`config.mk`:
```
export PLATFORM = sky130hd
export DESIGN_NAME = swst_ram
export DESIGN_NICKNAME = d
export VERILOG_FILES = /design/src/rtl/swst_ram.sv
export SDC_FILE = /design/constraint.sdc
export NUM_CORES = 2
export LEC_CHECK = 0
export BUFFER_PORTS_ARGS = -buffer_cell sky130_fd_sc_hd__buf_2
export CAP_MARGIN = 20
export CORE_UTILIZATION = 50
export CTS_BUF_LIST = sky130_fd_sc_hd__clkbuf_8
export DETAILED_ROUTE_END_ITERATION = 6
export PLACE_DENSITY = 0.65
export SLEW_MARGIN = 20
export SYNTH_ARGS = -nofsm -noshare
export SYNTH_HDL_FRONTEND = slang
export SYNTH_SLANG_ARGS = --single-unit
export TNS_END_PERCENT = 1
```
`constraint.sdc`:
```
create_clock -name clock -period 4.2 [get_ports clock]
set_input_delay 0.21 -clock clock [delete_from_list [all_inputs] [get_ports clock]]
set_output_delay 0.21 -clock clock [all_outputs]
set_load 0.05 [all_outputs]
```
`src/rtl/swst_ram.sv`:
```
// Generic single-write, single-read RAM with registered read data.
// No dependencies.
module swst_ram #(
   parameter int WIDTH = 32,
   parameter int DEPTH = 64
) (
   input  logic                     clock,
   input  logic                     wr_en,
   input  logic [$clog2(DEPTH)-1:0] wr_addr,
   input  logic [WIDTH-1:0]         wr_data,
   input  logic                     rd_en,
   input  logic [$clog2(DEPTH)-1:0] rd_addr,
   output logic [WIDTH-1:0]         rd_data
);

   logic [WIDTH-1:0] mem_ff [DEPTH];
   logic [WIDTH-1:0] rd_data_ff;

   always_ff @(posedge clock) begin
      if (wr_en) begin
         mem_ff[wr_addr] <= wr_data;
      end
      if (rd_en) begin
         rd_data_ff <= mem_ff[rd_addr];
      end
   end

   assign rd_data = rd_data_ff;

endmodule

```
==> flow_metrics.tcl <==
set metrics [dict create \
    synth_common_cells "2080 x edfxtp_1, 544 x mux4_2, 137 x nor2_1, 93 x mux2i_1, 84 x o22ai_1" \
    syn-num-nets 3371 \
    p_leak_nw 28.4 \
    fp-row-count 145 \
    tns_ps 0 \
    synth_area_leaders "edfxtp_1 79%, mux4_2 16%, mux2i_1 1.2%" \
    insertion_delay_ps 1030 \
    ys_ff_latch 2080 \
    setup_viol_count_final 0 \
    routed.top_layer "met5" \
    status "finished clean" \
    antenna_found_initial 18 \
    r2r_setup_slack_ps 1720 \
    yosys.area.top_type_share_pct 79.2 \
    criticalPathCategory "input port to flip-flop" \
    hold_path_class "input port to flip-flop" \
    period_needed_ps 2550 \
    final.period_utilization_pct 60.8 \
    area_growth_pct 13.9 \
    worst_ep_required_time_ps 4900 \
    max_stage_delay_ps 630 \
    synthArstFlopShare_pct 0 \
    grt_max_degree 65 \
    ant_nets 0 \
    vias 38300 \
    gr-total-overflow 0 \
    htreeDepth 5 \
    ios 79 \
    nets 3846 \
    cts_resized 0 \
    crit_family "buffers and inverters" \
    cts_inserted_buffers 344 \
    cpMostUsedCell "buf_4" \
    wl_per_cell_microns 33.1 \
    cts.sinks 2080 \
    path_max_fanout 44 \
    initial_core_util_pct 50.4 \
    drc_errors 0 \
    arrival_ps 3250 \
    ys_types 33 \
    yosysWarnings 0 \
    cap_violations 0 \
    cp-start-kind "input port" \
    p_switching_w 0.00927 \
    drive_gt1_share_pct 31.7 \
    hold_viol 0 \
    synth_edf_count 2080 \
    combPwrFrac_pct 5.5 \
    cts_setup_buffers 0 \
    critical_path.endpoint_type "flip-flop" \
    synth_flop_cell "edfxtp_1" \
    setup_ws_ps 1650 \
    yosysMostFrequentCell "edfxtp_1" \
    dp_slack_ps 613 \
    power.density_nw_per_um2 458 \
    fmax_ghz 0.391 \
    grt.total_usage_pct 26.0 \
    cts_max_path_buffers 4 \
    max-vdd-ir-drop_mv 0.312 \
    root_buffer "clkbuf_8" \
    clk_pin_slew_ps 60 \
    drt-met1-wl_microns 81100 \
    place_hpwl_microns 115000 \
    cts_tree "done" \
    cp_cell_sequence "buf_8 -> buf_4 -> buf_4 -> mux2i_1 -> a22oi_1 -> and3_1 -> o32ai_1 -> nor3_1" \
    met2_wirelength_microns 96100 \
    finalMaxSlewViolations 0 \
    dr.first_iter.drc_count 4360 \
    gp_congestion 0.813 \
    wl_met3_microns 21200 \
    p_seq_share_pct 56.2 \
    n_fill_cell 11300 \
    intPower_w 0.0318 \
    swShare_pct 22.6 \
    dr.pass1.iters 7 \
    finClkSkew_ps 60.8 \
    syn_area_sq_um 78800 \
    dieWidth_microns 399 \
    tightest_slew_ps 1120 \
    core_sq_um 156000 \
    grt_pass1_vias 38700 \
    slowest_stage "o32ai_1" \
    yosysTopAreaCell "edfxtp_1" \
    clkPwrFrac_pct 38.3 \
    rsz0062_at_grt "false" \
    die_y_microns 399 \
    dieArea_sq_um 159000 \
    maxSlewHeadroom_pct 25.1 \
    crit_buf_inv 3 \
    via_per_inst 6.26 \
    ys_seq_area_share_pct 79.2 \
    multi_input_area_sq_um 16000 \
    io_buffer_count 78 \
    regArea_sq_um 62500 \
    wirelength_microns 202000 \
    postSynthCellCount 3324 \
    grt_pass1_wl_microns 287000 \
    avgSynthCellArea_sq_um 23.7 \
]
-- area by class of cell --
class                      count  share of cell area (%)
sequential                  2080                    69.6
clock buffer                 352                    5.40
tap                         2058                    2.87
clock inverter               237                    1.20
multi-input combinational   1062                    17.8
antenna                        9                  0.0251
timing repair buffer         311                    3.17
-- worst paths after layout --
check / from / end / depth (start not counted)
worst max register to register: mem_ff[44][14]$_DFFE_PP_ / rd_data[14]$_DFFE_PP_ / 4
worst max-delay path: rd_addr[0] / rd_data[4]$_DFFE_PP_ / 8
worst min register to register: mem_ff[12][20]$_DFFE_PP_ / rd_data[20]$_DFFE_PP_ / 4
worst min-delay path: wr_addr[4] / mem_ff[53][25]$_DFFE_PP_ / 3
-- through the flow --
stage	power [W]	cells	hold WS [ps]	area [sq um]	utilization, %
floorplan	0.0247	3324	309	78800	-
global placement	0.0258	5471	696	83400	53.3
detailed placement	0.0258	5471	710	83400	53.3
CTS	0.0414	6100	12.3	89700	57.4
global route	0.0424	6102	105	89800	57.4
finish	0.0411	6109	103	89800	57.4
-- cell usage in the layout, fill, tap and decap left out, types with 2 or more instances in the layout --
master,count
nand4_1,2
nor3_1,5
and2_1,2
mux2i_1,93
nand3_1,5
o221ai_1,27
nand3b_1,5
a21oi_1,62
or3b_1,2
and3_1,4
a22oi_1,12
nor3_2,2
nor2_1,75
mux4_2,544
bufinv_16,4
nor2_4,62
clkinvlp_4,9
a41o_1,4
or3_1,3
buf_4,162
buf_8,3
buf_2,62
diode_2,9
or2_1,2
clkinv_2,29
or3b_2,3
buf_12,43
dlygate4sd3_1,40
o32ai_1,4
nor2b_1,15
inv_1,100
clkbuf_8,352
edfxtp_1,2080
nand2_1,26
a311oi_1,8
clkinv_1,93
o22ai_1,84
nand2b_1,7
-- tightest hold or removal path, delay by kind of cell --
family | cells | cell delay (ps)
buffers and inverters | 1 | 150
AND/OR/NAND/NOR | 2 | 570
-- what timing repair did --
item	in CTS	in global routing
endpoints found under the setup margin	0	0
hold buffers	40	0
endpoints found under the hold margin	1979	0
-- sequential cells by signal, summed over array words and instances, names as in the netlist --
| name | flops |
|---|---|
| rd_data | 32 |
| mem_ff | 2048 |
-- logic make-up after synthesis --
logic type | after synthesis | synth area share (%)
buf+inv | 182 | 1.12
simple gates | 223 | 1.26
mux | 637 | 16.7
flops | 2080 | 79.2
compound gates | 202 | 1.67
-- routing by layer --
layer | vias to the layer above | global-route usage, %
met5 | - | 0
met4 | 4 | 6.82
met3 | 279 | 6.23
met2 | 2157 | 40.2
met1 | 20500 | 37.4
li1 | 15300 | -
-- power by group through the flow --
stage,combinational (W),sequential (W),clock [W]
finish,0.00226,0.0231,0.0157
floorplan,0.00112,0.0236,0
CTS,0.00227,0.0231,0.0160
global placement,0.00221,0.0235,0
detailed placement,0.00224,0.0236,0
global route,0.00238,0.0231,0.0169
Power figures use the tool's default switching activity.
