$ cat config.mk
export PLATFORM = sky130hd
export DESIGN_NAME = swst_queue
export DESIGN_NICKNAME = d
export VERILOG_FILES = /design/src/rtl/swst_pkg.sv /design/src/rtl/swst_queue.sv
export SDC_FILE = /design/constraint.sdc
export NUM_CORES = 1
export LEC_CHECK = 0
export BUFFER_PORTS_ARGS = -buffer_cell sky130_fd_sc_hd__clkbuf_2
export CAP_MARGIN = 30
export CORE_UTILIZATION = 36
export CTS_CLUSTER_DIAMETER = 30
export DETAILED_ROUTE_END_ITERATION = 10
export SYNTH_ARGS = -nofsm -noshare
export SYNTH_HDL_FRONTEND = slang
export SYNTH_SLANG_ARGS = --single-unit
$ cat constraint.sdc
create_clock -name clock -period 2.9 [get_ports clock]
set_input_delay 0.145 -clock clock [delete_from_list [all_inputs] [get_ports clock]]
set_output_delay 0.145 -clock clock [all_outputs]
set_load 0.05 [all_outputs]
$ cat src/rtl/swst_pkg.sv
// Shared types and constants for the sliding window strider.
// Used by every module in rtl/ except swst_ram; depends on nothing.
package swst_pkg;

   localparam int MAX_WINDOW   = 64;
   localparam int MAX_CHANNELS = 4;
   localparam int WORD_W       = 32;
   localparam int SAMPLE_W     = WORD_W * MAX_CHANNELS;
   localparam int SLOT_W       = $clog2(MAX_WINDOW);
   localparam int PTR_W        = SLOT_W + 1;
   localparam int WIN_W        = 7;
   localparam int CHAN_W       = 3;
   localparam int STRIDE_W     = 16;
   localparam int CSR_IDX_W    = 2;
   localparam int RSP_W        = 136;
   localparam int QUEUE_DEPTH  = 2;
   localparam int QPTR_W       = $clog2(QUEUE_DEPTH);
   localparam int QCNT_W       = $clog2(QUEUE_DEPTH + 1);

   localparam logic [CSR_IDX_W-1:0] CSR_CHANNELS = 2'd0;
   localparam logic [CSR_IDX_W-1:0] CSR_WINDOW   = 2'd1;
   localparam logic [CSR_IDX_W-1:0] CSR_STRIDE   = 2'd2;

   localparam logic [CHAN_W-1:0]   CHAN_RESET   = 3'd1;
   localparam logic [WIN_W-1:0]    WIN_RESET    = 7'd16;
   localparam logic [STRIDE_W-1:0] STRIDE_RESET = 16'd16;

   typedef enum logic {
      BACK_IDLE,
      BACK_RUN
   } back_state_type;

   typedef struct packed {
      logic [PTR_W-1:0] start;
      logic [WIN_W-1:0] len;
   } win_cmd_type;

   typedef struct packed {
      logic             valid;
      logic [PTR_W-1:0] start;
   } guard_type;

   typedef struct packed {
      logic                last;
      logic [SLOT_W-1:0]   index;
      logic [SAMPLE_W-1:0] data;
   } row_type;

endpackage

$ cat src/rtl/swst_queue.sv
// Two-entry queue of window commands between front and back.
// Depends on swst_pkg.
module swst_queue
   import swst_pkg::*;
(
   input  logic        clock,
   input  logic        reset,
   input  logic        push,
   input  win_cmd_type push_cmd,
   input  logic        pop,
   output logic        head_valid,
   output win_cmd_type head,
   output logic        full
);

   win_cmd_type             entry_ff [QUEUE_DEPTH];
   logic [QPTR_W-1:0]       wr_ptr_ff, wr_ptr_in;
   logic [QPTR_W-1:0]       rd_ptr_ff, rd_ptr_in;
   logic [QCNT_W-1:0]       count_ff, count_in;

   always_comb begin
      wr_ptr_in = wr_ptr_ff;
      rd_ptr_in = rd_ptr_ff;
      count_in  = count_ff;
      if (push) begin
         wr_ptr_in = wr_ptr_ff + 1'b1;
      end
      if (pop) begin
         rd_ptr_in = rd_ptr_ff + 1'b1;
      end
      if (push && !pop) begin
         count_in = count_ff + 1'b1;
      end else if (pop && !push) begin
         count_in = count_ff - 1'b1;
      end
   end

   always_ff @(posedge clock) begin
      if (reset) begin
         wr_ptr_ff <= '0;
         rd_ptr_ff <= '0;
         count_ff  <= '0;
      end else begin
         wr_ptr_ff <= wr_ptr_in;
         rd_ptr_ff <= rd_ptr_in;
         count_ff  <= count_in;
      end
   end

   always_ff @(posedge clock) begin
      if (push) begin
         entry_ff[wr_ptr_ff] <= push_cmd;
      end
   end

   assign head_valid = (count_ff != '0);
   assign head       = entry_ff[rd_ptr_ff];
   assign full       = (count_ff == QCNT_W'(QUEUE_DEPTH));

endmodule

==> results_dict.tcl <==
set metrics [dict create \
    clk_pin_slew_worst_paths_ps 90 \
    grt.met3_usage_pct 4.55 \
    final_max_slew_viol_count 0 \
    wire_length_of_the_first_global_routing_pass_mm 2.94 \
    synth.lib_cells_used.distinct 16 \
    finish.instance_area_um2 1590 \
    rows 20 \
    netlist_area_um2 1220 \
    nNetsFinal 134 \
    tightest_slew_ps 655 \
    finalWorstPathRequiredPeriod_ps 1860 \
    placement.io_buffers 33 \
    cts_tree "built" \
    crit_fanout 14 \
    synth.mux.area_fraction_pct 13.0 \
    gpl.final_weighted_congestion 0.681 \
    grt_overflow_total 0 \
    wl_per_cell_um 11.8 \
    number_of_global_route_vias_before_repair 700 \
    worstHoldPathType "input port to register" \
    grt_antenna_before_repair 0 \
    cts-root-to-sink-buffers 2 \
    drtIter0Drc 11 \
    synth.avg_cell_area_um2 18.7 \
    ys_seq_elements 33 \
    compound_gate_portion_of_the_synthesized_area_pct 0.823 \
    area_growth_pct 30.5 \
    clock_root_cell "sky130_fd_sc_hd__clkbuf_4" \
    setup_total_negative_slack_ps 0 \
    ant_nets 0 \
    power_leakage_uw 0.000626 \
    design.portCount 34 \
    vias 722 \
    postPlaceCellArea_um2 1440 \
    top_usage_layer "met2" \
    layout.cells.most_common "sky130_fd_sc_hd__clkbuf_2" \
    insertion_delay_ps 310 \
    worst-r2r-cell-count 1 \
    number_of_antenna_diodes 0 \
    vdd_ir_drop_max_mv 0.344 \
    placeableCoreArea_um2 3130 \
    synth_top_family_by_area "multiplexers" \
    finalPower_uw 1000 \
    status "completed" \
    initial_utilization_pct 38.9 \
    cp_data_required_time_ps 2760 \
    numClockSinks 33 \
    cap_viol_max_count 0 \
    global_route.usage.total_pct 11.9 \
    gr-usage-met2_pct 19.5 \
    route.detailed.drc 0 \
    hpwlAfterDp_mm 1.25 \
    achievable-frequency_ghz 0.539 \
    power_density_cells_nw_per_um2 633 \
    final_cell_mix "33 x sky130_fd_sc_hd__clkbuf_2, 28 x sky130_fd_sc_hd__edfxtp_1, 14 x sky130_fd_sc_hd__mux2_2" \
    slew_headroom_pct 56.3 \
    setup.worst_path.end_class "primary output" \
    drive_gt1_share_pct 48.3 \
    syn_nets 84 \
    worstPathArrival_ps 1710 \
    die-area_um2 3610 \
    post-route-period-util_pct 64.0 \
    grtUsageMet1_pct 12.6 \
    final-hold-violation-count 0 \
    crit_type "register to primary output" \
    final-setup-viol-count 0 \
    setup.worst_path.start_class "register" \
    cts_htree_levels 2 \
    synth_warnings 0 \
    post_synth_and_or_nand_nor_area_fraction_pct 4.01 \
    rsz_0062_raised_after_global_routing "no" \
    synth-adder-area-share_pct 1.03 \
    cts_inserted_buffers 5 \
    finClkSkew_ps 7.95 \
    sequential_fraction_of_the_synthesis_area_pct 77.4 \
    hold-path-cell-count 1 \
    synth_xor_xnor_area_share_pct 2.88 \
    wirelength_mm 1.89 \
    grt_max_degree 15 \
    dieHeight_um 60.1 \
    firstDrtPassIters 4 \
    syn_inst 65 \
    die_span_in_x_um 60.1 \
    viasPerCell 4.51 \
]
## registers in the layout (all words and copies together) (netlist names), named ones only
register / cells
wr_ptr_ff: 1
count_ff: 2
rd_ptr_ff: 1
entry_ff: 28
## through the flow
| stage | std cells | util [%] | hold WS [ps] | worst slack (ps) |
|---|---|---|---|---|
| after floorplan | 65 | - | 214 | 1540 |
| after global placement | 142 | 45.9 | 334 | 1370 |
| after detailed placement | 142 | 45.9 | 337 | 1350 |
| after CTS | 155 | 49.1 | 2.28 | 973 |
| after global routing | 160 | 50.7 | 0.721 | 910 |
| final | 160 | 50.7 | 16.3 | 1040 |
## critical path, stage by stage (launching register included)
cell and delay (ps):
sky130_fd_sc_hd__dfxtp_1 740, sky130_fd_sc_hd__mux2_2 420, sky130_fd_sc_hd__clkbuf_2 240
## path summary, 6_finish.rpt
path	from	endpoint	slack (ps)
setup / recovery	register	head[4]	1040
setup reg to reg	wr_ptr_ff$_SDFFE_PP0P_	entry_ff[1][2]$_DFFE_PP_	1590
hold / removal	push_cmd[7]	entry_ff[1][7]$_DFFE_PP_	20
hold reg to reg	count_ff[1]$_SDFFE_PP0P_	count_ff[1]$_SDFFE_PP0P_	520
## layout make-up
type / instances / area (um^2)
clock buffer: 5 / 37.5
sequential: 33 / 941
timing repair buffer: 44 / 273
inverter: 1 / 3.75
fill: 287 / 1540
clock inverter: 3 / 12.5
tap: 44 / 55.1
multi-input combinational: 30 / 264
## power breakdown
part | internal [uW] | switching (uW)
Sequential | 550 | 17.8
Clock | 87.5 | 140
Combinational | 70.2 | 139
## per-layer routing
layer / routed length (um) / up-vias / part of all wire, %
met5: 0 / - / 0
met4: 49 / 0 / 2.6
met3: 106 / 8 / 5.6
met2: 920 / 29 / 49
met1: 812 / 342 / 43
li1: - / 343 / -
## cell usage after synthesis (all sizes together)
cell | count | area, um^2
xor2 | 2 | 17.5
buf | 1 | 7.51
mux2 | 14 | 158
a21oi | 1 | 5.00
inv | 1 | 3.75
o21ai | 1 | 5.00
nor2 | 4 | 15.0
or2 | 1 | 6.26
xnor2 | 2 | 17.5
and2b | 1 | 8.76
or3 | 1 | 6.26
dfxtp | 5 | 100
nor2b | 1 | 6.26
ha | 1 | 12.5
edfxtp | 28 | 841
and2 | 1 | 6.26
## cell families (layout without fill, tap and decap cells)
group	count (synthesis)	after routing
AOI/OAI and AO/OA	2	2
xor gates and xnor gates	4	4
adders and majority gates	1	1
buffers and inverters	2	53
DFF	33	33
and+or+nand+nor	9	9
muxes	14	14
## what timing repair did
item | 4_1_cts | 5_1_grt
resized for setup | 0 | 0
hold endpoints to repair | 9 | 10
buffers inserted | 0 | 0
hold buffers | 5 | 5
Power figures use the tool's default switching activity.
