### config.mk
export PLATFORM = sky130hd
export DESIGN_NAME = swst_back
export DESIGN_NICKNAME = d
export VERILOG_FILES = /design/src/rtl/swst_pkg.sv /design/src/rtl/swst_back.sv
export SDC_FILE = /design/constraint.sdc
export NUM_CORES = 1
export LEC_CHECK = 0
export BUFFER_PORTS_ARGS = -buffer_cell sky130_fd_sc_hd__buf_2
export CORE_UTILIZATION = 52
export DETAILED_ROUTE_END_ITERATION = 8
export GPL_TIMING_DRIVEN = 1
export MAX_ROUTING_LAYER = met4
export PLACE_DENSITY = 0.79
export SLEW_MARGIN = 0
export SYNTH_ARGS = -nofsm -noshare
export SYNTH_HDL_FRONTEND = slang
export SYNTH_SLANG_ARGS = --single-unit
### constraint.sdc
create_clock -name clock -period 15.5 [get_ports clock]
set_clock_uncertainty 0.2 [all_clocks]
set_input_delay 0.775 -clock clock [delete_from_list [all_inputs] [get_ports clock]]
set_output_delay 0.775 -clock clock [all_outputs]
set_load 0.05 [all_outputs]
### src/rtl/swst_pkg.sv
// Shared types and constants for the sliding window strider.
// Used by every module in rtl/ except swst_ram; depends on nothing.
package swst_pkg;

   localparam int MAX_WINDOW   = 64;
   localparam int MAX_CHANNELS = 4;
   localparam int WORD_W       = 32;
   localparam int SAMPLE_W     = WORD_W * MAX_CHANNELS;
   localparam int SLOT_W       = $clog2(MAX_WINDOW);
   localparam int PTR_W        = SLOT_W + 1;
   localparam int WIN_W        = 7;
   localparam int CHAN_W       = 3;
   localparam int STRIDE_W     = 16;
   localparam int CSR_IDX_W    = 2;
   localparam int RSP_W        = 136;
   localparam int QUEUE_DEPTH  = 2;
   localparam int QPTR_W       = $clog2(QUEUE_DEPTH);
   localparam int QCNT_W       = $clog2(QUEUE_DEPTH + 1);

   localparam logic [CSR_IDX_W-1:0] CSR_CHANNELS = 2'd0;
   localparam logic [CSR_IDX_W-1:0] CSR_WINDOW   = 2'd1;
   localparam logic [CSR_IDX_W-1:0] CSR_STRIDE   = 2'd2;

   localparam logic [CHAN_W-1:0]   CHAN_RESET   = 3'd1;
   localparam logic [WIN_W-1:0]    WIN_RESET    = 7'd16;
   localparam logic [STRIDE_W-1:0] STRIDE_RESET = 16'd16;

   typedef enum logic {
      BACK_IDLE,
      BACK_RUN
   } back_state_type;

   typedef struct packed {
      logic [PTR_W-1:0] start;
      logic [WIN_W-1:0] len;
   } win_cmd_type;

   typedef struct packed {
      logic             valid;
      logic [PTR_W-1:0] start;
   } guard_type;

   typedef struct packed {
      logic                last;
      logic [SLOT_W-1:0]   index;
      logic [SAMPLE_W-1:0] data;
   } row_type;

endpackage

### src/rtl/swst_back.sv
// Back end: walks queued windows through the store and drives result rows.
// Output register plus skid stage cover the registered read. Depends on swst_pkg.
module swst_back
   import swst_pkg::*;
(
   input  logic                clock,
   input  logic                reset,
   input  logic                head_valid,
   input  win_cmd_type         head,
   output logic                q_pop,
   output guard_type           guard,
   output logic                rd_en,
   output logic [SLOT_W-1:0]   rd_addr,
   input  logic [SAMPLE_W-1:0] rd_data,
   output logic                rsp_tvalid,
   input  logic                rsp_tready,
   output logic [RSP_W-1:0]    rsp_tdata,
   output logic                rsp_tlast
);

   back_state_type    state_ff, state_in;
   logic [PTR_W-1:0]  start_ff, start_in;
   logic [WIN_W-1:0]  len_ff, len_in;
   logic [SLOT_W-1:0] row_ff, row_in;
   logic              infl_ff, infl_in;
   logic [SLOT_W-1:0] infl_row_ff;
   logic              infl_last_ff;
   logic              out_v_ff, out_v_in;
   row_type           out_ff, out_in;
   logic              skid_v_ff, skid_v_in;
   row_type           skid_ff, skid_in;

   logic              pop;
   logic [1:0]        occ;
   logic [1:0]        occ_after;
   logic              issue;
   logic              is_last;
   logic              load;
   row_type           new_row;

   assign pop       = out_v_ff && rsp_tready;
   assign occ       = 2'(out_v_ff) + 2'(skid_v_ff) + 2'(infl_ff);
   assign occ_after = occ - 2'(pop);
   assign is_last   = (WIN_W'(row_ff) + 1'b1) == len_ff;

   // next state
   always_comb begin
      state_in = state_ff;
      unique case (state_ff)
         BACK_IDLE: begin
            if (head_valid) begin
               state_in = BACK_RUN;
            end
         end
         BACK_RUN: begin
            if (issue && is_last && !head_valid) begin
               state_in = BACK_IDLE;
            end
         end
         default: state_in = BACK_IDLE;
      endcase
   end

   // outputs
   always_comb begin
      issue = 1'b0;
      load  = 1'b0;
      unique case (state_ff)
         BACK_IDLE: begin
            load = 1'b1;
         end
         BACK_RUN: begin
            issue = (occ_after < 2'd2);
            load  = issue && is_last;
         end
         default: begin
            load = 1'b0;
         end
      endcase
      q_pop       = load && head_valid;
      guard.valid = (state_ff == BACK_RUN) || head_valid;
      guard.start = (state_ff == BACK_RUN) ? start_ff : head.start;
   end

   assign rd_en   = issue;
   assign rd_addr = start_ff[SLOT_W-1:0] + row_ff;

   always_comb begin
      start_in = start_ff;
      len_in   = len_ff;
      row_in   = row_ff;
      infl_in  = issue;
      if (q_pop) begin
         start_in = head.start;
         len_in   = head.len;
         row_in   = '0;
      end else if (issue) begin
         row_in = row_ff + 1'b1;
      end
   end

   assign new_row.last  = infl_last_ff;
   assign new_row.index = infl_row_ff;
   assign new_row.data  = rd_data;

   always_comb begin
      out_v_in  = out_v_ff;
      out_in    = out_ff;
      skid_v_in = skid_v_ff;
      skid_in   = skid_ff;
      if (out_v_ff && !pop) begin
         if (infl_ff) begin
            skid_v_in = 1'b1;
            skid_in   = new_row;
         end
      end else if (skid_v_ff) begin
         out_v_in  = 1'b1;
         out_in    = skid_ff;
         skid_v_in = infl_ff;
         skid_in   = new_row;
      end else begin
         out_v_in = infl_ff;
         out_in   = new_row;
      end
   end

   always_ff @(posedge clock) begin
      if (reset) begin
         state_ff  <= BACK_IDLE;
         infl_ff   <= 1'b0;
         out_v_ff  <= 1'b0;
         skid_v_ff <= 1'b0;
      end else begin
         state_ff  <= state_in;
         infl_ff   <= infl_in;
         out_v_ff  <= out_v_in;
         skid_v_ff <= skid_v_in;
      end
   end

   always_ff @(posedge clock) begin
      start_ff     <= start_in;
      len_ff       <= len_in;
      row_ff       <= row_in;
      infl_row_ff  <= row_ff;
      infl_last_ff <= is_last;
      out_ff       <= out_in;
      skid_ff      <= skid_in;
   end

   assign rsp_tvalid = out_v_ff;
   assign rsp_tdata  = {{(RSP_W - SAMPLE_W - SLOT_W){1'b0}}, out_ff.index, out_ff.data};
   assign rsp_tlast  = out_ff.last;

   a_skid_behind_out: assert property (@(posedge clock) disable iff (reset)
      skid_v_ff |-> out_v_ff)
      else $error("skid stage holds a row while the output register is empty");

   a_credit_bound: assert property (@(posedge clock) disable iff (reset)
      occ <= 2'd2)
      else $error("more rows in flight than the output buffers can hold");

   a_issue_in_run: assert property (@(posedge clock) disable iff (reset)
      rd_en |-> (state_ff == BACK_RUN))
      else $error("store read issued with no active window");

endmodule

==> metrics.md <==
| Metric | Value |
|---|---|
| Die height | `around 150 um` |
| FF-to-FF Start | `skid_v_ff` |
| Footprint of the multi-input gates | `between 2000 and 2500 um^2` |
| Hold Crit Class | `primary input to flop` |
| Hold path startpoint | `head[3]` |
| Initial antenna violation count | `4` |
| Post-CTS Setup Inserts | `0` |
| Reg-to-Reg End | `skid_ff[125]` |
| Vias in the first global route | `6171` |
| Core Region | `21100 um^2` |
| Design Power | `~1.9 mW` |
| H-tree levels | `1` |
| CTS-repair resized insts | `0` |
| GP Congestion | `between 0.7 and 0.8` |
| Number of top-level pins | `300` |
| WL per Instance | `19.0 um` |
| Final ANT Viol Nets | `0` |
| Ys Warns | `0` |
| Most frequent cells in the layout | `buf_2 (297), edfxtp_1 (284), mux2_2 (142)` |
| Clock Tree Root | `clkbuf_16` |
| Chip Width | `149 um` |
| Sequential cell area | `a little under 9000 um^2` |
| Distinct cells, synth | `36` |
| Slew HR | `roughly a quarter` |
| Mapped Cells | `567` |
| Clk buf depth | `3` |
| Min Tclk post-route | `4.56 ns` |
| Grt ovf | `0` |
| Max Cap Violations | `0` |
| Total detailed-routing wirelength | `around 22000 um` |
| Final net count | `~1.0k` |
| CTS tree | `done` |
| Startpoint Class | `flop` |
| Final hold vios | `0` |
| Mapped Area | `around 11000 um^2` |
| PortBufs | `297` |
| RSZ-0062 raised after global routing | `no` |
| Flop-to-flop setup slack | `between 10 and 15 ns` |
| Cts hold-fix bufs | `0` |
| Hold Crit Depth | `1` |
| Clock sinks | `between 300 and 400` |
| Worst hold endpoint | `len_ff[3]` |
| Slew @ Worst Pin | `about 1.1 ns` |
| Die area | `between 20000 and 25000 um^2` |
| CP startpoint | `skid_v_ff` |
| Rows | `53` |
| WP data arrival | `roughly 3.6 ns` |
| Leakage | `between 5 and 6 nW` |
| Highest-delay cell along the critical path | `dfxtp_4` |
| Initial DRC count | `around 300` |
| Register bit total from synthesis | `between 300 and 400` |
| Setup tns final | `0 ns` |
| R2R cell count | `4` |
| Number of detailed-route iterations in the first pass | `4` |
| Final HPWL DP | `14400 um` |
| Fill count | `around 1.5k` |
| CP Max Fanout | `63` |
| Final worst-path cycle share | `29.4%` |
| Vias per cell | `about 5.2` |
| All-layer global routing usage | `between 20% and 30%` |
| Clock Pin Slew Worst Setup and Hold Paths | `~0.060 ns` |
| Worst-Skew Late Latency | `roughly 0.53 ns` |
| Final setup vio count | `0` |
| CP cell instances | `ha_1 > a21oi_1 > xnor2_1 > o41ai_2 > and2_1 > buf_2` |
| Max incr delay on CP | `0.91 ns` |
| Most common cell after layout, fill and taps aside | `buf_2` |
| Max-slew violation count | `0` |
| Synth Area per Inst | `19.8 um^2` |
| Peak supply drop | `approximately 120 uV` |
| DR vias | `between 6k and 7k` |
| Worst Setup End Kind | `output pin` |
| Outcome | `finished, final reports clean` |
| Initial Util | `53.4%` |
| Drt drc | `0` |
| Seq/Total Area, Yosys | `a little under 80%` |
| First-pass GRT wire length | `between 30000 and 40000 um` |
| Largest net degree at the start of global routing | `84` |
| Pwr dens | `~130 nW/um^2` |
| CP required | `14.53 ns` |
| WS Path Type | `flop to output pin` |
| Fmax | `219 MHz` |
| Layout area overhead | `24.9%` |
| Share of cells above drive strength 1 | `between 50% and 60%` |
| CTS Buf Count | `30` |
[area by class of cell]
class	instances	share of cell area, %
clock inverter	22	1.53
clock buffer	33	5.57
timing repair buffer	301	10.8
antenna	4	0.0712
multi-input combinational	231	16.0
sequential	301	63.1
inverter	15	0.436
tap	275	2.45
[per-stage QoR]
stage / std cells / hold slack (ns) / util, % / worst slack [ns] / area [um^2]
after global routing: 1182 / 0.196 / 66.6 / 10.75 / 14100
after detailed placement: 1123 / 0.214 / 61.8 / 11.20 / 13000
after global placement: 1123 / 0.211 / 61.8 / 11.30 / 13000
after CTS: 1178 / 0.195 / 66.6 / 10.92 / 14000
final: 1182 / 0.217 / 66.6 / 10.94 / 14100
after floorplan: 568 / 0.132 / - / 3.95 / 11300
[registers in the layout (all words and copies together) (netlist names)]
name and cells:
skid_ff 135, infl_row_ff 6, infl_last_ff 1, rsp_tdata 134, state_ff 1, start_ff 7, infl_ff 1, rsp_tlast 1
len_ff 7, row_ff 6, rsp_tvalid 1, skid_v_ff 1
[worst max-delay path, delay by kind of cell, from the launching register on]
kind	cells	cell delay, ns
flip-flops	1	0.91
AND/OR/NAND/NOR	1	0.60
AO/OA/AOI/OAI	2	0.57
buffers and inverters	1	0.38
adder cells (fa/ha/maj)	1	0.36
XOR/XNOR	1	0.21
[synth_stat cells]
library cell  count  area share, %
a2111o_1          1           0.10
a21o_1            2           0.13
a21oi_1          14           0.62
a31oi_1           1          0.056
and2_1            2           0.11
and3_1            1          0.056
and3_2            1          0.067
buf_4             4           0.27
clkbuf_1         17           0.57
conb_1            1          0.033
dfxtp_1          17            3.0
edfxtp_1        284             76
fa_1              1           0.18
ha_1              8           0.89
inv_1            15           0.50
mux2_2          142             14
nand2_1           6           0.20
nand3_1           5           0.22
nand3_2           1          0.089
nand3b_1          1          0.067
nand4bb_1         1           0.10
nor2_1            7           0.23
nor2b_1           2           0.11
nor3_1            1          0.044
nor4_1            5           0.28
nor4_2            1           0.11
o2111ai_1         1          0.078
o21ai_0           4           0.18
o21ai_1           1          0.044
o21bai_1          1          0.067
o31ai_1           2           0.13
o41ai_2           1           0.14
or3_1             1          0.056
xnor2_1          10           0.78
xor2_1            4           0.31
xor2_2            1           0.14
[per-layer routing]
metal	share of wire (%)	GRT usage, %
met1	42	25.4
met3	7.5	5.05
met2	49	32.5
met4	1.8	5.20
met5	0	-
[worst max-delay path by stage]
stage | to | cells past startpoint
2_1_floorplan | skid_ff[0] | 4
3_3_place_gp | q_pop | 10
3_5_place_dp | q_pop | 10
4_1_cts | q_pop | 6
5_1_grt | q_pop | 6
6_report | q_pop | 6
[where the power goes]
| group | switching, mW | internal (mW) |
|---|---|---|
| Sequential | 0.0133 | 0.924 |
| Combinational | 0.152 | 0.0565 |
| Clock | 0.298 | 0.430 |
[kinds of logic after synthesis]
logic type | Yosys count | synth area share [%]
adder cells (fa/ha/maj) | 9 | 1.07
AND/OR/NAND/NOR | 35 | 1.75
flip-flops | 301 | 78.8
buffers and inverters | 36 | 1.33
XOR/XNOR | 15 | 1.23
other | 1 | 0.0333
AO/OA/AOI/OAI | 28 | 1.56
multiplexers | 142 | 14.2
(Power assumes the default switching activity.)
