[src/rtl/swst_pkg.sv]
// Shared types and constants for the sliding window strider.
// Used by every module in rtl/ except swst_ram; depends on nothing.
package swst_pkg;

   localparam int MAX_WINDOW   = 64;
   localparam int MAX_CHANNELS = 4;
   localparam int WORD_W       = 32;
   localparam int SAMPLE_W     = WORD_W * MAX_CHANNELS;
   localparam int SLOT_W       = $clog2(MAX_WINDOW);
   localparam int PTR_W        = SLOT_W + 1;
   localparam int WIN_W        = 7;
   localparam int CHAN_W       = 3;
   localparam int STRIDE_W     = 16;
   localparam int CSR_IDX_W    = 2;
   localparam int RSP_W        = 136;
   localparam int QUEUE_DEPTH  = 2;
   localparam int QPTR_W       = $clog2(QUEUE_DEPTH);
   localparam int QCNT_W       = $clog2(QUEUE_DEPTH + 1);

   localparam logic [CSR_IDX_W-1:0] CSR_CHANNELS = 2'd0;
   localparam logic [CSR_IDX_W-1:0] CSR_WINDOW   = 2'd1;
   localparam logic [CSR_IDX_W-1:0] CSR_STRIDE   = 2'd2;

   localparam logic [CHAN_W-1:0]   CHAN_RESET   = 3'd1;
   localparam logic [WIN_W-1:0]    WIN_RESET    = 7'd16;
   localparam logic [STRIDE_W-1:0] STRIDE_RESET = 16'd16;

   typedef enum logic {
      BACK_IDLE,
      BACK_RUN
   } back_state_type;

   typedef struct packed {
      logic [PTR_W-1:0] start;
      logic [WIN_W-1:0] len;
   } win_cmd_type;

   typedef struct packed {
      logic             valid;
      logic [PTR_W-1:0] start;
   } guard_type;

   typedef struct packed {
      logic                last;
      logic [SLOT_W-1:0]   index;
      logic [SAMPLE_W-1:0] data;
   } row_type;

endpackage

[src/rtl/swst_front.sv]
// Front end: configuration registers, sample intake, skip and fill tracking.
// Writes samples into the store and issues window commands. Depends on swst_pkg.
module swst_front
   import swst_pkg::*;
(
   input  logic                 clock,
   input  logic                 reset,
   input  logic                 req_tvalid,
   output logic                 req_tready,
   input  logic [SAMPLE_W-1:0]  req_tdata,
   input  logic                 csr_valid,
   output logic                 csr_ready,
   input  logic [CSR_IDX_W-1:0] csr_index,
   input  logic [STRIDE_W-1:0]  csr_data,
   input  logic                 queue_full,
   input  guard_type            guard,
   output logic                 push,
   output win_cmd_type          push_cmd,
   output logic                 wr_en,
   output logic [SLOT_W-1:0]    wr_addr,
   output logic [SAMPLE_W-1:0]  wr_data
);

   logic [CHAN_W-1:0]   chan_ff, chan_in;
   logic [WIN_W-1:0]    win_ff, win_in;
   logic [STRIDE_W-1:0] stride_ff, stride_in;
   logic [PTR_W-1:0]    wp_ff, wp_in;
   logic [WIN_W-1:0]    fill_ff, fill_in;
   logic [STRIDE_W-1:0] skip_ff, skip_in;

   logic [CHAN_W-1:0]   chan_eff;
   logic [WIN_W-1:0]    win_eff;
   logic [STRIDE_W-1:0] stride_eff;
   logic [WIN_W-1:0]    fill_next;
   logic [PTR_W-1:0]    guard_dist;
   logic                write_ok;
   logic                req_acc;
   logic                csr_acc;
   logic                skipping;
   logic                stride_short;

   always_comb begin
      if (chan_ff == '0) begin
         chan_eff = CHAN_W'(1);
      end else if (chan_ff > CHAN_W'(MAX_CHANNELS)) begin
         chan_eff = CHAN_W'(MAX_CHANNELS);
      end else begin
         chan_eff = chan_ff;
      end
      if (win_ff == '0) begin
         win_eff = WIN_W'(1);
      end else if (win_ff > WIN_W'(MAX_WINDOW)) begin
         win_eff = WIN_W'(MAX_WINDOW);
      end else begin
         win_eff = win_ff;
      end
      stride_eff = (stride_ff == '0) ? STRIDE_W'(1) : stride_ff;
   end

   assign guard_dist   = wp_ff - guard.start;
   assign write_ok     = !guard.valid || (guard_dist < PTR_W'(MAX_WINDOW));
   assign skipping     = (skip_ff != '0);
   assign req_tready   = !queue_full && (skipping || write_ok);
   assign req_acc      = req_tvalid && req_tready;
   assign csr_ready    = 1'b1;
   assign csr_acc      = csr_valid && csr_ready;
   assign fill_next    = fill_ff + 1'b1;
   assign stride_short = (stride_eff < STRIDE_W'(win_eff));

   always_comb begin
      for (int c = 0; c < MAX_CHANNELS; c++) begin
         if (CHAN_W'(c) < chan_eff) begin
            wr_data[c*WORD_W +: WORD_W] = req_tdata[c*WORD_W +: WORD_W];
         end else begin
            wr_data[c*WORD_W +: WORD_W] = '0;
         end
      end
   end

   assign wr_en          = req_acc && !skipping;
   assign wr_addr        = wp_ff[SLOT_W-1:0];
   assign push           = wr_en && (fill_next == win_eff);
   assign push_cmd.start = wp_ff + 1'b1 - PTR_W'(win_eff);
   assign push_cmd.len   = win_eff;

   always_comb begin
      chan_in   = chan_ff;
      win_in    = win_ff;
      stride_in = stride_ff;
      wp_in     = wp_ff;
      fill_in   = fill_ff;
      skip_in   = skip_ff;
      if (req_acc) begin
         if (skipping) begin
            skip_in = skip_ff - 1'b1;
         end else begin
            wp_in = wp_ff + 1'b1;
            if (fill_next != win_eff) begin
               fill_in = fill_next;
            end else if (stride_short) begin
               fill_in = fill_next - stride_eff[WIN_W-1:0];
            end else begin
               fill_in = '0;
               skip_in = stride_eff - STRIDE_W'(win_eff);
            end
         end
      end
      if (csr_acc) begin
         priority if (csr_index == CSR_CHANNELS) begin
            chan_in = csr_data[CHAN_W-1:0];
            fill_in = '0;
            skip_in = '0;
         end else if (csr_index == CSR_WINDOW) begin
            win_in  = csr_data[WIN_W-1:0];
            fill_in = '0;
            skip_in = '0;
         end else if (csr_index == CSR_STRIDE) begin
            stride_in = csr_data;
            fill_in   = '0;
            skip_in   = '0;
         end else begin
            chan_in = chan_ff;
         end
      end
   end

   always_ff @(posedge clock) begin
      if (reset) begin
         chan_ff   <= CHAN_RESET;
         win_ff    <= WIN_RESET;
         stride_ff <= STRIDE_RESET;
         wp_ff     <= '0;
         fill_ff   <= '0;
         skip_ff   <= '0;
      end else begin
         chan_ff   <= chan_in;
         win_ff    <= win_in;
         stride_ff <= stride_in;
         wp_ff     <= wp_in;
         fill_ff   <= fill_in;
         skip_ff   <= skip_in;
      end
   end

endmodule

[config.mk]
export PLATFORM = sky130hd
export DESIGN_NAME = swst_front
export DESIGN_NICKNAME = d
export VERILOG_FILES = /design/src/rtl/swst_pkg.sv /design/src/rtl/swst_front.sv
export SDC_FILE = /design/constraint.sdc
export NUM_CORES = 1
export LEC_CHECK = 0
export ABC_CLOCK_PERIOD_IN_PS = 3730
export BUFFER_PORTS_ARGS = -buffer_cell sky130_fd_sc_hd__buf_2
export CAP_MARGIN = 5
export CELL_PAD_IN_SITES_DETAIL_PLACEMENT = 1
export CELL_PAD_IN_SITES_GLOBAL_PLACEMENT = 2
export CORE_MARGIN = 4
export CORE_UTILIZATION = 22
export CTS_BUF_LIST = sky130_fd_sc_hd__clkbuf_16
export DETAILED_ROUTE_END_ITERATION = 10
export PLACE_DENSITY = 0.92
export SKIP_CTS_REPAIR_TIMING = 1
export SLEW_MARGIN = 20
export SYNTH_ARGS = -nofsm -noshare
export SYNTH_HDL_FRONTEND = slang
export SYNTH_SLANG_ARGS = --single-unit
export TNS_END_PERCENT = 20
[constraint.sdc]
create_clock -name clock -period 3.73 [get_ports clock]
set_input_delay 0.373 -clock clock [delete_from_list [all_inputs] [get_ports clock]]
set_output_delay 0.373 -clock clock [all_outputs]
set_load 0.02 [all_outputs]
==> results.txt, run 1 <==
Outcome: finished clean
Gpl congestion: 0.852
Post-DP HPWL: 21100 um
CTS root buffer: clkbuf_16
Syn Inst Count: 685
Minimum hold slack: 0.295 ns
Finished Cell Area: 6520 sq um
Ports: 311
Worst-Skew Late Latency: 0.31 ns
Core Rows: 54
Yosys reg bits: 56
Hold Crit Class: in2reg
DRT Pass-1 Iters: 4
Final Max Slew Viols: 0
RSZ-0062 raised after global routing: no
Post-synth EDFFs: 0
Sequential cell area: 1120 sq um
Die area: 25300 sq um
Final setup violating endpoints: 0
Layout area overhead: 30.1%
Max-cap violations: 0
Commonest non-fill, non-tap cell in the layout: buf_2
DR iter-0 viols: 349
FFs w/ async S/R, synth: 0
Max Root-Sink Buffers: 2
Core area: 22100 sq um
DP Area: 6360 sq um
Largest net degree at the start of global routing: 36
Total Routing Usage GR: 0.181
# fillers: 2764
TritonCTS clock tree: done
Synth Warn #: 0
Vias after detailed routing: 5533
Ant. Diodes: 0
Worst-path maximum fanout: 5
Wire per inst: 21.0 um
Vias in the first global route: 5693
Grt total ovfl: 0
Clock H-tree levels: 2
Clock transition at the registers of the reported paths: 0.07 ns
PD cells: 335 nW/um^2
Post-synth cell types: 66
Initial core utilization: 0.227
F_max: 285 MHz
First-pass GRT wire length: 35600 um
Sequential area share after synthesis: 0.224
Vias per cell: 4.79
Crit start category: register
Die H: 159 um
Clock sinks: 56
Worst setup EP type: primary output
Final WL: 24200 um
Worst slew margin: 0.323
Cts bufs inserted: 5
WP data arrival: 3.13 ns
Synth top area cells: dfxtp_1 (22%), nor2b_1 (9.1%), ha_1 (7.0%)
Post-Syn Area: 5010 sq um
Period utilization: 0.940
Setup TNS: 0 ns
LEAKAGE: 3.14 nW
Multi-input combinational cell area: 3470 sq um
Final nets: 1063
Initial antenna violation count: 4
Commonest non-fill, non-tap cells in the layout: buf_2 (245), nor2b_1 (73), nand2_1 (70)
Post-route ant nets: 0
Share of the synthesized area in the top cell type: 0.224
CP required: 3.36 ns
DRC: 0
Final Hold Fails: 0
Number of port buffers: 245
Syn_area_per_cell: 7.31 sq um
VDD IR-drop max: 159 uV
Layout cell share with drive strength beyond 1: 0.324
Main synth FF type: dfxtp_1
Critical path class: reg2out
Die W: 159 um
Total power: 2.18 mW
Synth Net Count: 875
Max Clock Skew: 0.00611 ns
Crit path time final: 3.51 ns
Worst Tran Pin Value: 1.01 ns
Largest area contributor in the synthesized netlist: dfxtp_1
[power breakdown]
group	internal (mW)	switching (mW)	total, mW
clock	0.245	0.235	0.480
combinational	0.398	0.625	1.02
sequential	0.631	0.0469	0.678
total	1.27	0.907	2.18
[worst paths after layout]
| path | start | end | slack [ns] | cells after the start |
|---|---|---|---|---|
| worst max-delay path | win_ff[0] | push_cmd[13] | 0.22 | 13 |
| worst min-delay path | csr_data[4] | stride_ff[4] | 0.30 | 2 |
| worst max register to register | stride_ff[8] | skip_ff[6] | 0.32 | 15 |
| worst min register to register | stride_ff[0] | stride_ff[0] | 0.47 | 2 |
[sequential cells by signal, indices dropped and copies added, names as in the netlist]
register   flops
fill_ff        7
win_ff         7
chan_ff        3
skip_ff       16
stride_ff     16
wp_ff          7
[synthesized netlist by cell type (all sizes together), types with 6 or more instances]
| master | instances |
|---|---|
| inv | 31 |
| a21oi | 46 |
| nor4 | 12 |
| nor2 | 49 |
| xnor2 | 22 |
| a221oi | 6 |
| mux2i | 13 |
| buf | 10 |
| o21ai | 21 |
| xor2 | 22 |
| and3 | 8 |
| nand3 | 8 |
| ha | 28 |
| nor2b | 73 |
| a21o | 8 |
| dfxtp | 56 |
| clkbuf | 66 |
| nand2 | 70 |
| a31oi | 8 |
| nor3 | 23 |
| and2 | 36 |
[cells by family (layout without fill, tap and decap cells)]
family          after synthesis  count (layout)  share of synthesized area
xor+xnor                     45              45                     0.0814
mux                          14              14                     0.0282
simple gates                308             308                      0.334
compound gates              123             123                      0.162
other cells                   1               1                   0.000749
flops                        56              56                      0.224
buf+inv                     107             296                     0.0874
fa+ha+maj                    31              31                     0.0819
[area by class of cell]
| class | instances | share of cell area |
|---|---|---|
| sequential | 56 | 0.172 |
| timing repair buffer | 257 | 0.202 |
| clock inverter | 3 | 0.00230 |
| inverter | 31 | 0.0179 |
| clock buffer | 5 | 0.0192 |
| tap | 280 | 0.0538 |
| multi-input combinational | 522 | 0.533 |
[per-stage QoR]
step	setup WS, ns	util	std cells
2_1_floorplan	0.350	-	685
3_3_place_gp	0.502	0.288	1146
3_5_place_dp	0.339	0.288	1146
4_1_cts	0.0600	0.294	1154
5_1_grt	0.0223	0.295	1154
6_report	0.225	0.295	1154
[metal layers]
metal / vias up / GRT usage / part of all wire
met5: - / 0 / 0.0012
met4: 4 / 0.0450 / 0.022
met3: 40 / 0.0516 / 0.070
met2: 208 / 0.325 / 0.50
met1: 2619 / 0.213 / 0.41
li1: 2662 / - / -
[critical path, cell delays in order (launching register included)]
cell      delay, ns
dfxtp_1        0.36
nor4_2         0.41
a21oi_1        0.13
nor2_1         0.17
buf_4          0.16
ha_1           0.13
inv_1          0.06
fa_1           0.40
a21o_1         0.19
a21oi_2        0.21
o21bai_1       0.10
a21oi_1        0.18
xnor2_1        0.13
buf_2          0.18
Power figures use the tool's default switching activity.
==> run 2, diff against run 1 <==
- CTS_BUF_LIST: sky130_fd_sc_hd__clkbuf_16 -> default
==> run 2 against run 1 <==
Effect of this change: utilization is essentially flat; clock skew is essentially flat; combinational power is essentially flat; register-to-register slack is essentially flat; clock power grew 5.0%; highest routed layer unchanged.
==> results.txt, run 2 (same netlist as run 1, synthesis figures left out) <==
Worst slew margin: 0.323
Die W: 159 um
TritonCTS clock tree: done
Clock transition at the registers of the reported paths: 0.07 ns
Clock Power Share: 0.228
Power share of the combinational group: 0.464
Wire per inst: 21.0 um
CP delay by family, top: compound AO/OA/AOI/OAI gates
Critical path class: reg2out
Die H: 159 um
Max-cap violations: 0
Ant. Diodes: 0
Largest registers: skip_ff: 16 flops, stride_ff: 16 flops
DRC: 0
Number of port buffers: 245
Layout cell share with drive strength beyond 1: 0.325
Layout area overhead: 30.3%
LEAKAGE: 3.15 nW
Commonest non-fill, non-tap cells in the layout: buf_2 (245), nor2b_1 (73), nand2_1 (70)
Gpl congestion: 0.852
WP data arrival: 3.11 ns
Cts bufs inserted: 5
Initial core utilization: 0.227
Core area: 22100 sq um
# fillers: 2764
Crit path time final: 3.48 ns
Final nets: 1063
Vias in the first global route: 5703
CTS root buffer: clkbuf_16
F_max: 287 MHz
PD cells: 338 nW/um^2
Vias after detailed routing: 5540
DRT Pass-1 Iters: 4
Vias per cell: 4.80
Final Max Slew Viols: 0
First-pass GRT wire length: 35700 um
Slowest cell delay on critical path: 0.40 ns
DP Area: 6360 sq um
Internal power: 1.30 mW
Worst Tran Pin Value: 1.01 ns
Total Routing Usage GR: 0.182
CP required: 3.36 ns
Crit path cell chain: nor4_2, a21oi_1, nor2_1, buf_4, ha_1, inv_1, fa_1, a21o_1, a21oi_2, o21bai_1, a21oi_1, xnor2_1, buf_2
VDD IR-drop max: 159 uV
WP buf/inv: 3
Highest-delay cell along the critical path: fa_1
Final Hold Fails: 0
Die area: 25300 sq um
DR iter-0 viols: 358
Clock H-tree levels: 2
Setup TNS: 0 ns
Period utilization: 0.934
Flop pwr share: 0.307
Ports: 311
Final setup violating endpoints: 0
Switching share of total power: 0.412
Grt total ovfl: 0
Max Clock Skew: 0.00591 ns
Crit start category: register
Worst-Skew Late Latency: 0.31 ns
Worst setup EP type: primary output
Largest net degree at the start of global routing: 36
Finished Cell Area: 6530 sq um
Most used cell, CP: a21oi_1
Final WL: 24200 um
Clock sinks: 56
Switching Power: 909 uW
Initial antenna violation count: 4
Hold Crit Class: in2reg
Core Rows: 54
Minimum hold slack: 0.296 ns
Outcome: finished clean
RSZ-0062 raised after global routing: no
Commonest non-fill, non-tap cell in the layout: buf_2
Max Root-Sink Buffers: 2
Post-route ant nets: 0
Post-DP HPWL: 21100 um
Worst-path maximum fanout: 5
-- run 2: cell count changes in the layout (fill, tap and decap cells not counted) --
cell	delta
inv_1	-1
clkbuf_1	+1
clkinv_1	-1
clkbuf_8	+1
-- run 2: final timing paths --
| path | startpoint | to | slack, ns | cells past startpoint |
|---|---|---|---|---|
| hold reg to reg | stride_ff[0] | stride_ff[0] | 0.47 | 2 |
| setup / recovery | win_ff[0] | push_cmd[13] | 0.25 | 13 |
| setup reg to reg | stride_ff[8] | skip_ff[6] | 0.31 | 15 |
| hold / removal | csr_data[4] | stride_ff[4] | 0.30 | 2 |
-- run 2: worst reg2reg max path, cell delays in order (launching register included) --
cell and delay, ns:
dfxtp_1 0.35, nor3_1 0.25, nand2b_1 0.16, nor4_1 0.35
a31o_2 0.26, inv_1 0.06, ha_1 0.19, inv_1 0.07
fa_1 0.20, nand2_1 0.08, a21o_1 0.17, a21oi_1 0.22
nor3_1 0.18, o21ai_2 0.16, or3b_1 0.38, a221oi_2 0.26
-- run 2: power by group through the flow --
stage	logic, mW	registers (mW)	clock network [mW]
after floorplan	0.711	0.674	0
after global placement	1.01	0.689	0
after detailed placement	1.02	0.690	0
after CTS	1.03	0.677	0.514
after global routing	1.13	0.683	0.540
final	1.02	0.678	0.504
-- run 2: stage by stage --
stage	utilization	cells	setup WS (ns)	power (mW)
after CTS	0.295	1154	0.0600	2.22
final	0.295	1154	0.245	2.21
after global placement	0.288	1146	0.502	1.70
after floorplan	-	685	0.350	1.38
after detailed placement	0.288	1146	0.339	1.71
after global routing	0.295	1154	0.0165	2.35
-- run 2: routing by layer --
layer | wire (um) | GRT usage | vias to the layer above | part of all wire
met5 | 28 | 0 | - | 0.0012
met4 | 539 | 0.0450 | 4 | 0.022
met3 | 1730 | 0.0516 | 40 | 0.072
met2 | 12100 | 0.327 | 193 | 0.50
met1 | 9800 | 0.213 | 2629 | 0.40
li1 | - | - | 2674 | -
-- run 2: layout make-up --
| cell class | instances | area [sq um] | share of cell area |
|---|---|---|---|
| inverter | 31 | 116 | 0.0178 |
| clock buffer | 7 | 143 | 0.0219 |
| multi-input combinational | 522 | 3470 | 0.532 |
| timing repair buffer | 257 | 1320 | 0.202 |
| clock inverter | 1 | 7.51 | 0.00115 |
| tap | 280 | 350 | 0.0537 |
| sequential | 56 | 1120 | 0.172 |
==> run 3, diff against run 2 <==
- ABC_CLOCK_PERIOD_IN_PS: 3730 -> 2820
- CORE_UTILIZATION: 22 -> 20
- PLACE_DENSITY: 0.92 -> 0.88
- clock period: 3.73 -> 2.82 ns (I/O delays scaled with it)
==> run 3 against run 2 <==
Effect of this change: the run now ends with negative setup slack left; largest power group unchanged; utilization increased by 1.5 points; final area increased by 17%; via count is 5.4% higher; highest routed layer unchanged; first-iteration DRC count fell by 50%; setup slack worse by 0.56 ns; global-route usage down 1.8 points; cell count rose by 13%.
==> results.txt, run 3 (same netlist as run 1, synthesis figures left out) <==
Period utilization: 1.11
Post-route ant nets: 0
Final WL: 24300 um
Die H: 166 um
Final Worst Setup Slack: -0.318 ns
Largest net degree at the start of global routing: 36
CTS root buffer: clkbuf_16
PD cells: 426 nW/um^2
LEAKAGE: 3.71 nW
Vias per cell: 4.48
Clock transition at the registers of the reported paths: 0.08 ns
WP data arrival: 3.38 ns
Outcome: complete, but fails checks
Core area: 24500 sq um
DRC: 0
Worst setup EP type: register
Vias in the first global route: 6093
Clock sinks: 56
Die area: 27600 sq um
Max Clock Skew: 0.0124 ns
DR iter-0 viols: 180
Failing checks: negative setup slack
RSZ-0062 raised after global routing: yes
Vias after detailed routing: 5839
Layout cell share with drive strength beyond 1: 0.437
Commonest non-fill, non-tap cell in the layout: buf_2
Initial antenna violation count: 1
Core Rows: 57
Total Routing Usage GR: 0.164
Die W: 166 um
Max-cap violations: 0
Clock H-tree levels: 2
Largest registers: skip_ff: 16 flops, stride_ff: 16 flops
Hold Crit Class: in2reg
Ports: 311
Initial core utilization: 0.205
Number of port buffers: 245
Crit start category: register
CP required: 3.06 ns
Final Util: 0.311
Final Max Slew Viols: 0
TritonCTS clock tree: done
Commonest non-fill, non-tap cells in the layout: buf_2 (242), buf_4 (115), nor2b_1 (72)
Ant. Diodes: 0
Finished Cell Area: 7600 sq um
VDD IR-drop max: 205 uV
Wire per inst: 18.7 um
Worst Tran Pin Value: 0.735 ns
Worst-Skew Late Latency: 0.32 ns
# fillers: 3060
Layout area overhead: 51.8%
Worst slew margin: 0.510
First-pass GRT wire length: 35500 um
DRT Pass-1 Iters: 4
Final nets: 1167
Critical path class: reg2reg
Post-DP HPWL: 21000 um
Grt total ovfl: 0
Gpl congestion: 0.828
Worst-path maximum fanout: 4
Max Root-Sink Buffers: 2
F_max: 319 MHz
Final setup violating endpoints: 19
Crit path time final: 3.14 ns
Cts bufs inserted: 5
Total power: 3.24 mW
Final Hold Fails: 0
DP Area: 7200 sq um
run 3: worst max-delay path, cell delays in order, from the launching register on:
cell and delay, ns:
dfxtp_2 0.34, nor4_4 0.30, a21oi_2 0.11, nor2_4 0.14
ha_4 0.14, inv_2 0.04, fa_2 0.37, nand2_2 0.09
a21o_1 0.18, a21oi_4 0.09, or3_4 0.44, or4_4 0.42
nor3_2 0.17, nor4_1 0.08, a21oi_1 0.16
run 3: metrics by stage:
stage | std cells | hold slack [ns] | TNS (ns) | setup WS (ns)
after floorplan | 685 | 0.400 | -0.711 | -0.180
after global placement | 1288 | 0.460 | -1.98 | -0.281
after detailed placement | 1288 | 0.482 | -3.92 | -0.392
after CTS | 1296 | 0.197 | -5.69 | -0.421
after global routing | 1302 | 0.222 | -7.48 | -0.490
final | 1302 | 0.211 | -2.44 | -0.318
run 3: area by class of cell:
type	instances	area [sq um]	share of cell area
Sequential cell	56	1130	0.148
Tap cell	324	405	0.0533
Clock buffer	6	139	0.0183
Multi-Input combinational cell	522	3680	0.483
Clock inverter	2	10.0	0.00132
Timing Repair Buffer	361	2130	0.280
Inverter	31	119	0.0156
run 3: final timing paths:
kind / to / startpoint / cells after the start / slack [ns]
min: stride_ff[15] / csr_data[15] / 3 / 0.21
max: fill_ff[6] / win_ff[3] / 14 / -0.32
min reg2reg: stride_ff[0] / stride_ff[0] / 2 / 0.50
max reg2reg: fill_ff[6] / win_ff[3] / 14 / -0.32
run 3: power by group:
group | internal [mW] | switching [mW] | leakage, nW | total, mW
clock network | 0.352 | 0.317 | 0.0766 | 0.669
logic | 0.741 | 0.944 | 3.18 | 1.68
registers | 0.835 | 0.0480 | 0.456 | 0.883
total | 1.93 | 1.31 | 3.71 | 3.24
run 3: layer usage:
| layer | up-vias | global-route usage | routed length [um] |
|---|---|---|---|
| met5 | - | 0 | 13 |
| li1 | 2869 | - | - |
| met3 | 29 | 0.0424 | 1610 |
| met2 | 177 | 0.301 | 12600 |
| met1 | 2762 | 0.190 | 9690 |
| met4 | 2 | 0.0359 | 416 |
